File: src/hdl/tcprw_pkg.sv
package tcprw_pkg;

  typedef enum logic [1:0] {
    OP_INIT = 2'd0,
    OP_HDR  = 2'd1,
    OP_DATA = 2'd2,
    OP_READ = 2'd3
  } opcode_t;

  typedef enum logic [1:0] {
    KIND_ACK   = 2'd0,
    KIND_BYTE  = 2'd1,
    KIND_EMPTY = 2'd2
  } kind_t;

  // One classified command as it travels from the front to the back.
  typedef struct packed {
    opcode_t     opcode;
    logic [31:0] seq;
    logic [15:0] length;
    logic [31:0] seg_end;
    logic        zero_len;
    logic [7:0]  data_byte;
    logic        last;
  } q_entry_t;

  // Status from the back that the front needs for its handshake.
  typedef struct packed {
    logic clearing;
  } back_stat_t;

endpackage

File: src/hdl/tcprw_front.sv
module tcprw_front (
  input  logic                   start,
  input  logic [1:0]             in_opcode,
  input  logic [31:0]            in_seq_number,
  input  logic [15:0]            in_seg_length,
  input  logic [7:0]             in_data_byte,
  input  logic                   in_last_of_segment,
  input  logic                   q_full,
  input  tcprw_pkg::back_stat_t  stat,
  output logic                   busy,
  output logic                   push,
  output tcprw_pkg::q_entry_t    entry
);
  import tcprw_pkg::*;

  assign busy = q_full | stat.clearing;
  assign push = start & ~busy;

  // The segment end and the empty-segment flag are worked out here so the
  // back only compares.
  always_comb begin
    entry.opcode    = opcode_t'(in_opcode);
    entry.seq       = in_seq_number;
    entry.length    = in_seg_length;
    entry.seg_end   = in_seq_number + {16'd0, in_seg_length} - 32'd1;
    entry.zero_len  = (in_seg_length == 16'd0);
    entry.data_byte = in_data_byte;
    entry.last      = in_last_of_segment;
  end

endmodule

File: config.mk
export PLATFORM = sky130hd
export DESIGN_NAME = tcprw_front
export DESIGN_NICKNAME = d
export VERILOG_FILES = /design/src/hdl/tcprw_pkg.sv /design/src/hdl/tcprw_front.sv
export SDC_FILE = /design/constraint.sdc
export NUM_CORES = 1
export LEC_CHECK = 0
export BUFFER_PORTS_ARGS = -buffer_cell sky130_fd_sc_hd__buf_2
export CORE_ASPECT_RATIO = 1.25
export CORE_MARGIN = 5
export CORE_UTILIZATION = 47
export DETAILED_ROUTE_END_ITERATION = 6
export GPL_ROUTABILITY_DRIVEN = 0
export PLACE_DENSITY = 0.83
export SKIP_LAST_GASP = 1
export SYNTH_ARGS = -nofsm -noshare
export SYNTH_HDL_FRONTEND = slang
export SYNTH_SLANG_ARGS = --single-unit
File: constraint.sdc
create_clock -name vclk -period 4.6
set_input_delay 0.92 -clock vclk [all_inputs]
set_output_delay 0.92 -clock vclk [all_outputs]
set_load 0.01 [all_outputs]
Word-level counts from Yosys, hierarchy flattened
Cells that the tools add are included.
{"block": "classes", "n_bitwise": 3, "reduce_logical": 1, "n_addsub": 2}
{"operator": "adder 32 x 16 -> 32 bit", "n": 1}
{"operator": "subtractor 32 x 1 -> 32 bit (second input constant)", "n": 1}
{"operator": "zero test 16 bit", "n": 1}
{"operator": "AND 1 bit", "n": 1}
{"operator": "NOT 1 bit", "n": 1}
{"operator": "OR 1 bit", "n": 1}
{"block": "totals", "register_bits": 0, "output_inout_bits": 94}

Depth between registers and ports, before layout
{"block": "logic_depth", "depth_word": 3, "depth_mapped": 12, "depth_no_buf": 12}

Least setup slack after synthesis
OpenSTA, ideal clock, no wires.
{"block": "synth_timing", "kind": "input-to-output", "startpoint": "in in_seq_number[5]", "endpoint": "out entry[34] (netlist name)", "setup_slack_ns": 0.548, "path_stages": 11, "arrival_time_ns": 3.132, "path_cell_list": "inv_1 > ha_1 > inv_1 > ha_1 > nand2_1 > or3b_4 > a2111oi_4 > o311a_2 > o21ai_2 > a41o_1 > xnor2_1"}
{"element": "start: declaration", "line": "tcprw_front.sv:4", "source": "input logic [31:0] in_seq_number,"}
{"element": "end: declaration", "line": "tcprw_front.sv:12", "source": "output tcprw_pkg::q_entry_t entry"}

==> flow_summary_export.csv <==
group,metric,value,unit
synthesis,ys_types,49,
placed_design,hpwl,6192,µm
drt,drc,0,
timing,max_freq,0.2261,GHz
critical_path,cp-start-kind,"input port",
drt,antenna_left,0,
global_route,antenna_found_initial,0,
critical_path,worstPathRequired,3.68,ns
layout,most-common-layout-cells,"134 x buf_2, 86 x inv_1, 46 x ha_1",
timing,min_period,4.422,ns
drt,vias,2888,
power,seq_power_share,0,%
power,power_density,184.7,nW/µm²
timing,rsz0062_at_grt,"no",
global_route,grt_max_degree,10,
layout,area_delta_synth_final,10.22,%
min_path,worst_hold_path_type,"in2out",
power,p_sw_share,57.41,%
layout,drive_above_1_share,31.19,%
global_route,grt.total_usage,17.30,%
drt,wl_per_cell,12.57,µm
critical_path,arrival,3.50,ns
die,die_area,7443,µm²
global_route,first_global_vias,2760,
critical_path,path_class,"in2out",
synthesis,synth_area_per_cell,6.627,µm²
timing,finalCritPeriodShare,96.14,%
timing,final-setup-viol-count,0,
timing,max_slew.worst_pin.slew,0.5517,ns
critical_path,cp-end-kind,"output port",
placed_design,dpl_cell_area,3003,µm²
run_status,status,"complete, no violations",
timing,setup_tns,0,ns
die,start_util,47.56,%
power,peakVddDrop,147.2,µV
drt,viasPerCell,5.280,
drt,drt_first_pass_iters,4,
die,die_y,95.21,µm
layout,nets,592,
synthesis,yosysWarnings,0,
layout,fillerInstances,597,
global_route,grt_pass1_wl,11090,µm
synthesis,syn_nets,521,
placed_design,portBuffers,134,
layout,design.seq.count,0,
power,p_comb_share,100.0,%
die,rows,31,
synthesis,ys_top_cells_by_area,"ha_1 21%, buf_4 16%, inv_1 12%, xnor2_1 6.1%, a21oi_1 6.0%",
power,intPower,236.7,µW
layout,clock_buffers,0,
die,fp.dieW,78.17,µm
synthesis,ys_seq_area_share,0,%
power,clkPwrFrac,0,%
synthesis,yosysTopAreaCell,"ha_1",
die,core_area,5741,µm²
critical_path,crit_fanout,6,
drt,drt_iter0_markers,136,
global_route,grt_overflow,0,
timing,hold_viol_final,0,
layout,regArea,0,µm²
power,power_leakage,0.001756,µW
layout,final_common_cell,"buf_2",
die,ios,156,
layout,final_area,3009,µm²
synthesis,netlist_area,2730,µm²
flow_run,max_cap_violations,0,
synthesis,synth_cells,412,
timing,holdWs,1.840,ns
power,p_sw,319.0,µW
drt,routed_wl,6875,µm
timing,slew_viol_final,0,
layout,diodes,0,
timing,max_slew_margin,62.74,%
synthesis,synth_top_area_share,21.08,%
==> layout make-up <==
cell class | instances | area, µm² | area share, %
repair buffers | 135 | 678.2 | 22.54
inverters | 86 | 322.8 | 10.73
multi-input cells | 260 | 1926 | 63.99
well taps | 66 | 82.58 | 2.744
==> cell usage after synthesis, types with 3 or more instances <==
| library cell | count |
|---|---|
| clkbuf_1 | 4 |
| buf_4 | 59 |
| o21bai_1 | 3 |
| nand2_1 | 26 |
| nand2b_1 | 3 |
| xor2_1 | 11 |
| ha_1 | 46 |
| nor4_1 | 5 |
| nor2_1 | 21 |
| xnor2_1 | 19 |
| inv_1 | 86 |
| a2111oi_0 | 3 |
| nand4_1 | 4 |
| a21oi_1 | 33 |
| a31oi_1 | 3 |
| a21o_1 | 6 |
| nand3_1 | 6 |
| nor3_1 | 9 |
| o21ai_0 | 20 |
| nor2b_1 | 4 |
| and3_2 | 3 |
| a211oi_1 | 3 |
| and4_1 | 4 |
==> through the flow <==
stage / utilization (%) / setup slack (ns) / power (µW) / std cells
after detailed placement: 52.31 / 0.2103 / 550.3 / 547
after global placement: 52.31 / 0.2701 / 541.4 / 547
final: 52.42 / 0.1778 / 555.7 / 547
after floorplan: - / 0.5482 / 403.7 / 412
after CTS: 52.31 / 0.1884 / 554.3 / 547
after global routing: 52.42 / 0.008074 / 617.2 / 547
==> critical path: stages <==
cell       delay (ns)
buf_2            0.09
inv_1            0.04
ha_1             0.26
inv_1            0.04
ha_1             0.37
a21o_1           0.22
a21oi_1          0.20
or2b_2           0.32
o311a_2          0.37
o2111ai_1        0.22
nand4_1          0.14
xor2_1           0.16
buf_2            0.15
==> what timing repair did <==
| item | CTS | global route |
|---|---|---|
| endpoints found under the setup margin | 0 | 1 |
| resized for setup | 0 | 2 |
| buffers inserted | 0 | 0 |
| hold buffers | 0 | 0 |
==> worst paths after layout <==
check | startpoint | to | slack [ns] | depth (start not counted)
max | in_seg_length[13] | entry[38] | 0.18 | 13
min | in_data_byte[2] | entry[3] | 1.84 | 0
==> metal layers <==
metal | global-route usage (%) | part of all wire (%) | vias to the layer above
met2 | 36.50 | 53 | 107
li1 | - | - | 1460
met1 | 18.21 | 37 | 1311
met5 | 0 | 0 | -
met4 | 3.061 | 1.6 | 0
met3 | 1.890 | 7.8 | 10
==> cell families after synthesis <==
family	Yosys count	synth area share (%)
adders and majority gates	47	21.81
and+or+nand+nor	94	17.51
xor gates and xnor gates	30	9.624
buffers and inverters	152	29.70
AOI/OAI and AO/OA	89	21.36
==> power by group through the flow <==
stage	clock network (µW)	logic (µW)	registers [µW]
final	0	556	0
after global routing	0	617	0
after CTS	0	554	0
after detailed placement	0	550	0
after global placement	0	541	0
after floorplan	0	404	0
(Power assumes the default switching activity.)
