File: src/hdl/tcprw_pkg.sv
package tcprw_pkg;

  typedef enum logic [1:0] {
    OP_INIT = 2'd0,
    OP_HDR  = 2'd1,
    OP_DATA = 2'd2,
    OP_READ = 2'd3
  } opcode_t;

  typedef enum logic [1:0] {
    KIND_ACK   = 2'd0,
    KIND_BYTE  = 2'd1,
    KIND_EMPTY = 2'd2
  } kind_t;

  // One classified command as it travels from the front to the back.
  typedef struct packed {
    opcode_t     opcode;
    logic [31:0] seq;
    logic [15:0] length;
    logic [31:0] seg_end;
    logic        zero_len;
    logic [7:0]  data_byte;
    logic        last;
  } q_entry_t;

  // Status from the back that the front needs for its handshake.
  typedef struct packed {
    logic clearing;
  } back_stat_t;

endpackage

File: src/hdl/tcprw_queue.sv
module tcprw_queue (
  input  logic                 clk,
  input  logic                 rst_n,
  input  logic                 push,
  input  tcprw_pkg::q_entry_t  push_entry,
  input  logic                 pop,
  output tcprw_pkg::q_entry_t  head,
  output logic                 empty,
  output logic                 full
);
  import tcprw_pkg::*;

  q_entry_t   store_r [2];
  logic       wr_ptr_r, wr_ptr_nxt;
  logic       rd_ptr_r, rd_ptr_nxt;
  logic [1:0] cnt_r, cnt_nxt;

  assign empty = (cnt_r == 2'd0);
  assign full  = (cnt_r == 2'd2);
  assign head  = store_r[rd_ptr_r];

  always_comb begin
    wr_ptr_nxt = wr_ptr_r + 1'b1;
    rd_ptr_nxt = rd_ptr_r + 1'b1;
    cnt_nxt    = cnt_r + {1'b0, push} - {1'b0, pop};
  end

  always_ff @(posedge clk) begin
    if (push) begin
      store_r[wr_ptr_r] <= push_entry;
    end
    if (!rst_n) begin
      wr_ptr_r <= 1'b0;
      rd_ptr_r <= 1'b0;
      cnt_r    <= 2'd0;
    end else begin
      if (push) wr_ptr_r <= wr_ptr_nxt;
      if (pop) rd_ptr_r <= rd_ptr_nxt;
      cnt_r <= cnt_nxt;
    end
  end

endmodule

File: config.mk
export PLATFORM = sky130hd
export DESIGN_NAME = tcprw_queue
export DESIGN_NICKNAME = d
export VERILOG_FILES = /design/src/hdl/tcprw_pkg.sv /design/src/hdl/tcprw_queue.sv
export SDC_FILE = /design/constraint.sdc
export NUM_CORES = 1
export LEC_CHECK = 0
export BUFFER_PORTS_ARGS = -buffer_cell sky130_fd_sc_hd__buf_2
export CAP_MARGIN = 20
export CORE_UTILIZATION = 41
export DETAILED_ROUTE_END_ITERATION = 10
export GPL_TIMING_DRIVEN = 0
export PLACE_DENSITY = 0.67
export SYNTH_ARGS = -nofsm -noshare
export SYNTH_HDL_FRONTEND = slang
export SYNTH_SLANG_ARGS = --single-unit
File: constraint.sdc
create_clock -name clk -period 5.6 [get_ports clk]
set_input_delay 0.84 -clock clk [delete_from_list [all_inputs] [get_ports clk]]
set_output_delay 0.84 -clock clk [all_outputs]
set_load 0.005 [all_outputs]
**Word-level counts from Yosys, hierarchy flattened**

Memories as Yosys holds them, arrays and structs flattened. A register that Yosys moved wholly into a read port is not among the register bits.
Index checks and enable logic that the tools add are counted.

- Logic and storage cells: 14
- Memories: 1
- RAM bits: 184
- Bits in registers: 4
- Input port bits: 96
- Output and inout bits: 94

- Add/sub/neg operators: 4
- Multiplexer cells: 4
- Equality and inequality tests: 1
- Reduce and logical (&&, ||, !) cells: 1

Memories:

| name | words | width | read ports | clocked after memory_dff | wr ports | RTL line | source |
|---|---|---|---|---|---|---|---|
| store_r | 2 | 92 | 1 | 1 | 1 | tcprw_queue.sv:13 | `q_entry_t store_r [2];` |

Operators by type and width:

| operator | count |
|---|---|
| 1-bit 2-to-1 mux | 4 |
| 1-bit adder (second input constant) | 2 |
| 2-bit by 1-bit adder with 2-bit output | 1 |
| 2-bit equality test (second input constant) | 1 |
| 2-bit zero test | 1 |
| 2-bit by 1-bit subtractor with 2-bit output | 1 |

**Longest topological paths before layout**

- Depth in word-level cells: 3
- Depth in mapped cells: 6
- Mapped depth without buffers: 6

**Worst setup path after synthesis**

No wires, ideal clock.

- Path type: input-to-reg
- Start point: input port push
- End point: memory store_r[0][0] (netlist bit) (enable)
- Data required time: 5,045 ps
- Slack: 164 ps
- Buffers on the path: 0
- Library setup time: 555 ps
- Stages on the path: 1
- Data arrival time: 4,881 ps
- Cell sequence: nor2b_1

- Longest elaborated chain between the ends: 2

Ends and longest elaborated chain:

| element | RTL line | source |
|---|---|---|
| from (decl) | tcprw_queue.sv:4 | `input logic push,` |
| 1-bit 2-to-1 mux | tcprw_queue.sv:29 | `if (push) begin` |
| 1-bit 2-to-1 mux (implied by the code) | tcprw_queue.sv:30 | `store_r[wr_ptr_r] <= push_entry;` |
| to (decl) | tcprw_queue.sv:13 |  |

Every way passes these cells.

==> qor_table.md <==
| Group | Quantity | Reported |
|---|---|---|
| pwr | Power Dens Cells | 347 nW/um^2 |
| critical path | Buffers and inverters on the worst path | 3 |
| clock tree | Clock Tree Buf Depth | 2 |
| pwr | Sequential power share | 52.0% |
| placed design | Final weighted congestion in routability-driven placement | 0.696 |
| placed design | Area after DPL | 8590 um^2 |
| clock tree | Cells resized by post-CTS repair | 0 |
| job | Maxcap violations | 0 |
| drt | Met3 routed WL | 838 um |
| placed design | Post-detail-place hpwl | 8360 um |
| timing | Period utilisation layout | 44.4% |
| layout | Signed area change from the synthesized netlist to the final layout | 26.0% |
| layout | Util after Layout | 52.9% |
| clock tree | Cell chosen for the clock root | sky130_fd_sc_hd__clkbuf_16 |
| clock tree | Clock latency on the worst-skew pair | 0.42 ns |
| floorplanning | Effective utilization at floorplan | 42.0% |
| timing | Count of final setup violators | 0 |
| grt | Combined global-route utilization of all metal layers | 13.7% |
| pwr | Switch share | 21.2% |
| hold path | Worst hold path class | reg2reg |
| floorplanning | # rows | 48 |
| timing | Max-Slew Margin vs Limit | 54.7% |
| pwr | Standby leakage power | 3.62 nW |
| status | Status | completed |
| yosys | Post-synthesis cell type count | 15 |
| drt | Detailed-route DRC error count | 0 |
| clock tree | CTS Hold Bufs | 0 |
| critical path | Delay of the slowest critical-path stage | 0.34 ns |
| timing | Final count of pins violating max slew | 0 |
| timing | RSZ-0062 raised after global routing | false |
| timing | Time the final worst path needs with I/O delays and setup | 2.49 ns |
| timing | Final Hold Fails | 0 |
| clock tree | CTS tree | yes |
| layout | Ratio of cells with drive above 1 in the final layout | 61.4% |
| critical path | Worst Path Max Fanout | 10 |
| clock tree | Total clock buffers created by CTS | 17 |
| grt | Pin count of the biggest net entering global routing | 48 |
| drt | Detailed router's first-iteration violation count | 189 |
| pwr | Net Switching | 0.000674 W |
| grt | Initial antenna violation count | 1 |
| drt | Met2 layer wire length in the routed design | 6140 um |
| pwr | Internal Dissipation | 0.00251 W |
| placed design | Number of buffer cells added on primary ports | 189 |
| floorplanning | Die X | 135 um |
| drt | Met1 layer wirelength in the final routing | 5060 um |
| layout | Most common library cell in the layout ignoring fill and taps | sky130_fd_sc_hd__buf_2 |
| timing | Worst clock skew | 0.00893 ns |
| grt | Gr ovfl total | 0 |
| drt | First-pass iteration count of the detailed router | 4 |
| timing | Max Fclk | 402 MHz |
| layout | Total inserted antenna cells | 0 |
| drt | Vias per cell | 4.56 |
| critical path | Nature of the critical path endpoint | primary output |
| yosys | Share of the synthesized area in the top cell type | 76.1% |
| floorplanning | Total I/O pin count | 190 |
| timing | Tightest Pin Transition | 0.680 ns |
| pwr | Share of total power in the clock network | 36.4% |
| yosys | Cell area after technology mapping | 7260 um^2 |
| drt | Antenna-violating nets left | 0 |
| pwr | Total power after layout | 0.00318 W |
| drt | Total length of routed wires | 12,200 um |
| layout | Area used by multi-input combinational logic | 1460 um^2 |
| yosys | Synthesized instance count | 307 |
| layout | Highest-count cells in the layout ignoring fill and taps | 190 x sky130_fd_sc_hd__buf_2, 184 x sky130_fd_sc_hd__edfxtp_1, 80 x sky130_fd_sc_hd__mux2_4, 17 x sky130_fd_sc_hd__clkbuf_16, 12 x sky130_fd_sc_hd__mux2_2 |
| yosys | Share of the yosys chip area belonging to registers | 77.5% |
| clock tree | Clock transition at the register clock pins on the worst setup and hold paths after CTS | 0.07 ns |
| yosys | Biggest area contributors in the synthesized netlist | sky130_fd_sc_hd__edfxtp_1 76%, sky130_fd_sc_hd__mux2_4 17%, sky130_fd_sc_hd__buf_12 2.2%, sky130_fd_sc_hd__mux2_2 1.9%, sky130_fd_sc_hd__dfxtp_1 1.4% |
| pwr | Fraction of power consumed by combinational cells | 11.6% |
| layout | Final Cell Area | 9160 um^2 |
| layout | Seq. cell area | 5630 um^2 |
| pwr | Maximum VDD drop | 184 uV |
| yosys | Post-synth top area cell | sky130_fd_sc_hd__edfxtp_1 |
| clock tree | Clk sinks | 189 |
| layout | Fill cell count | 1,416 |
| critical path | Cell with the biggest individual delay on the critical path | sky130_fd_sc_hd__dfxtp_1 |
| grt | Vias in the first global route | 3,663 |
| yosys | Average instance area after synthesis | 23.7 um^2 |
| drt | Uppermost metal layer occupied by signal nets | met4 |
| yosys | Post-Syn Nets | 405 |
| yosys | Flip-flop and latch count after synthesis | 189 |
| drt | Routed len/inst | 16.2 um |
| layout | Total number of nets in the final design | 617 |
| critical path | CP Launch Type | flop |
| critical path | Required time at the worst-slack endpoint | 4.76 ns |
| floorplanning | Die outline area | 18,300 um^2 |
| yosys | Number of warning messages in the yosys log | 0 |
| critical path | Category of the most critical setup path | reg2out |
| floorplanning | Core footprint | 17,300 um^2 |
| floorplanning | Die outline height | 135 um |
| critical path | Crit path DAT | 1.65 ns |
| grt | Wire length of the first global-routing pass | 18,500 um |
| drt | Via Count | 3,446 |
| clock tree | Maximum level of the CTS H-tree | 4 |
| critical path | Chain of cells forming the critical path | buf_6 > buf_12 > mux2_4 > buf_2 |
| critical path | Cell family with the largest share of critical-path delay | buffers and inverters |
| clock tree | Post-CTS Setup Bufs | 0 |
cell type report:
cell class	instances	share of cell area [%]
multi-input cells	106	16.0
inverters	2	0.0820
well taps	225	3.08
clock inverters	14	1.54
clock buffers	17	4.65
plain buffers	10	1.93
repair buffers	193	11.3
flip-flops and latches	189	61.4
Yosys cell counts:
library cell,n
sky130_fd_sc_hd__edfxtp_1,184
sky130_fd_sc_hd__mux2_4,80
sky130_fd_sc_hd__mux2_2,12
sky130_fd_sc_hd__buf_12,8
sky130_fd_sc_hd__dfxtp_1,5
sky130_fd_sc_hd__and2_1,4
sky130_fd_sc_hd__nor2b_1,4
sky130_fd_sc_hd__ha_1,2
sky130_fd_sc_hd__inv_1,2
sky130_fd_sc_hd__buf_2,1
sky130_fd_sc_hd__buf_6,1
sky130_fd_sc_hd__nor2_1,1
sky130_fd_sc_hd__o21a_1,1
sky130_fd_sc_hd__xnor3_1,1
sky130_fd_sc_hd__xor2_1,1
kinds of logic after synthesis:
logic type	Yosys count	share of synthesized area, %
simple gates	9	0.741
mux	92	18.4
fa+ha+maj	2	0.344
xor+xnor	2	0.431
buf+inv	12	2.53
flops	189	77.5
compound gates	1	0.103
power by group through the flow:
| stage | clock network (W) | registers, W | logic, W |
|---|---|---|---|
| floorplan | 0 | 0.00169 | 0.000222 |
| CTS | 0.00119 | 0.00166 | 0.000377 |
| detailed placement | 0 | 0.00169 | 0.000376 |
| global placement | 0 | 0.00169 | 0.000358 |
| finish | 0.00116 | 0.00165 | 0.000368 |
| global route | 0.00124 | 0.00166 | 0.000398 |
worst register-to-register path, cell delays in order (launching register included):
cell and delay (ns):
sky130_fd_sc_hd__dfxtp_1 0.39, sky130_fd_sc_hd__and2_4 0.60, sky130_fd_sc_hd__buf_16 0.32
flip-flops by register name, summed over array words and instances (netlist names), named ones only:
name      count
cnt_r         2
rd_ptr_r      1
store_r     184
wr_ptr_r      1
final timing paths:
path                                                 end                   from  depth (start not counted)  slack (ns)
worst min register to register                      flop  rd_ptr_r$_SDFFE_PN0P_                          2        0.59
worst max-delay path                            head[14]                   flop                          4        3.11
worst max register to register  store_r[1][10]$_DFFE_PP_  wr_ptr_r$_SDFFE_PN0P_                          2        3.95
worst min-delay path                                flop  rd_ptr_r$_SDFFE_PN0P_                          2        0.59
stage by stage:
| stage | worst slack, ns | hold slack [ns] | setup TNS [ns] | cells |
|---|---|---|---|---|
| after floorplan | 0.164 | 0.555 | 0 | 307 |
| after global placement | -2.18 | 0.568 | -202.34 | 721 |
| after detailed placement | 3.32 | 0.585 | 0 | 725 |
| after CTS | 3.06 | 0.580 | 0 | 756 |
| after global routing | 3.03 | 0.580 | 0 | 756 |
| final | 3.11 | 0.592 | 0 | 756 |
per-layer routing:
| metal | vias to the layer above | GRT usage [%] |
|---|---|---|
| met5 | - | 0 |
| met2 | 120 | 23.0 |
| li1 | 1636 | - |
| met4 | 0 | 6.30 |
| met3 | 14 | 4.92 |
| met1 | 1676 | 15.7 |
Power figures use the tool's default switching activity.
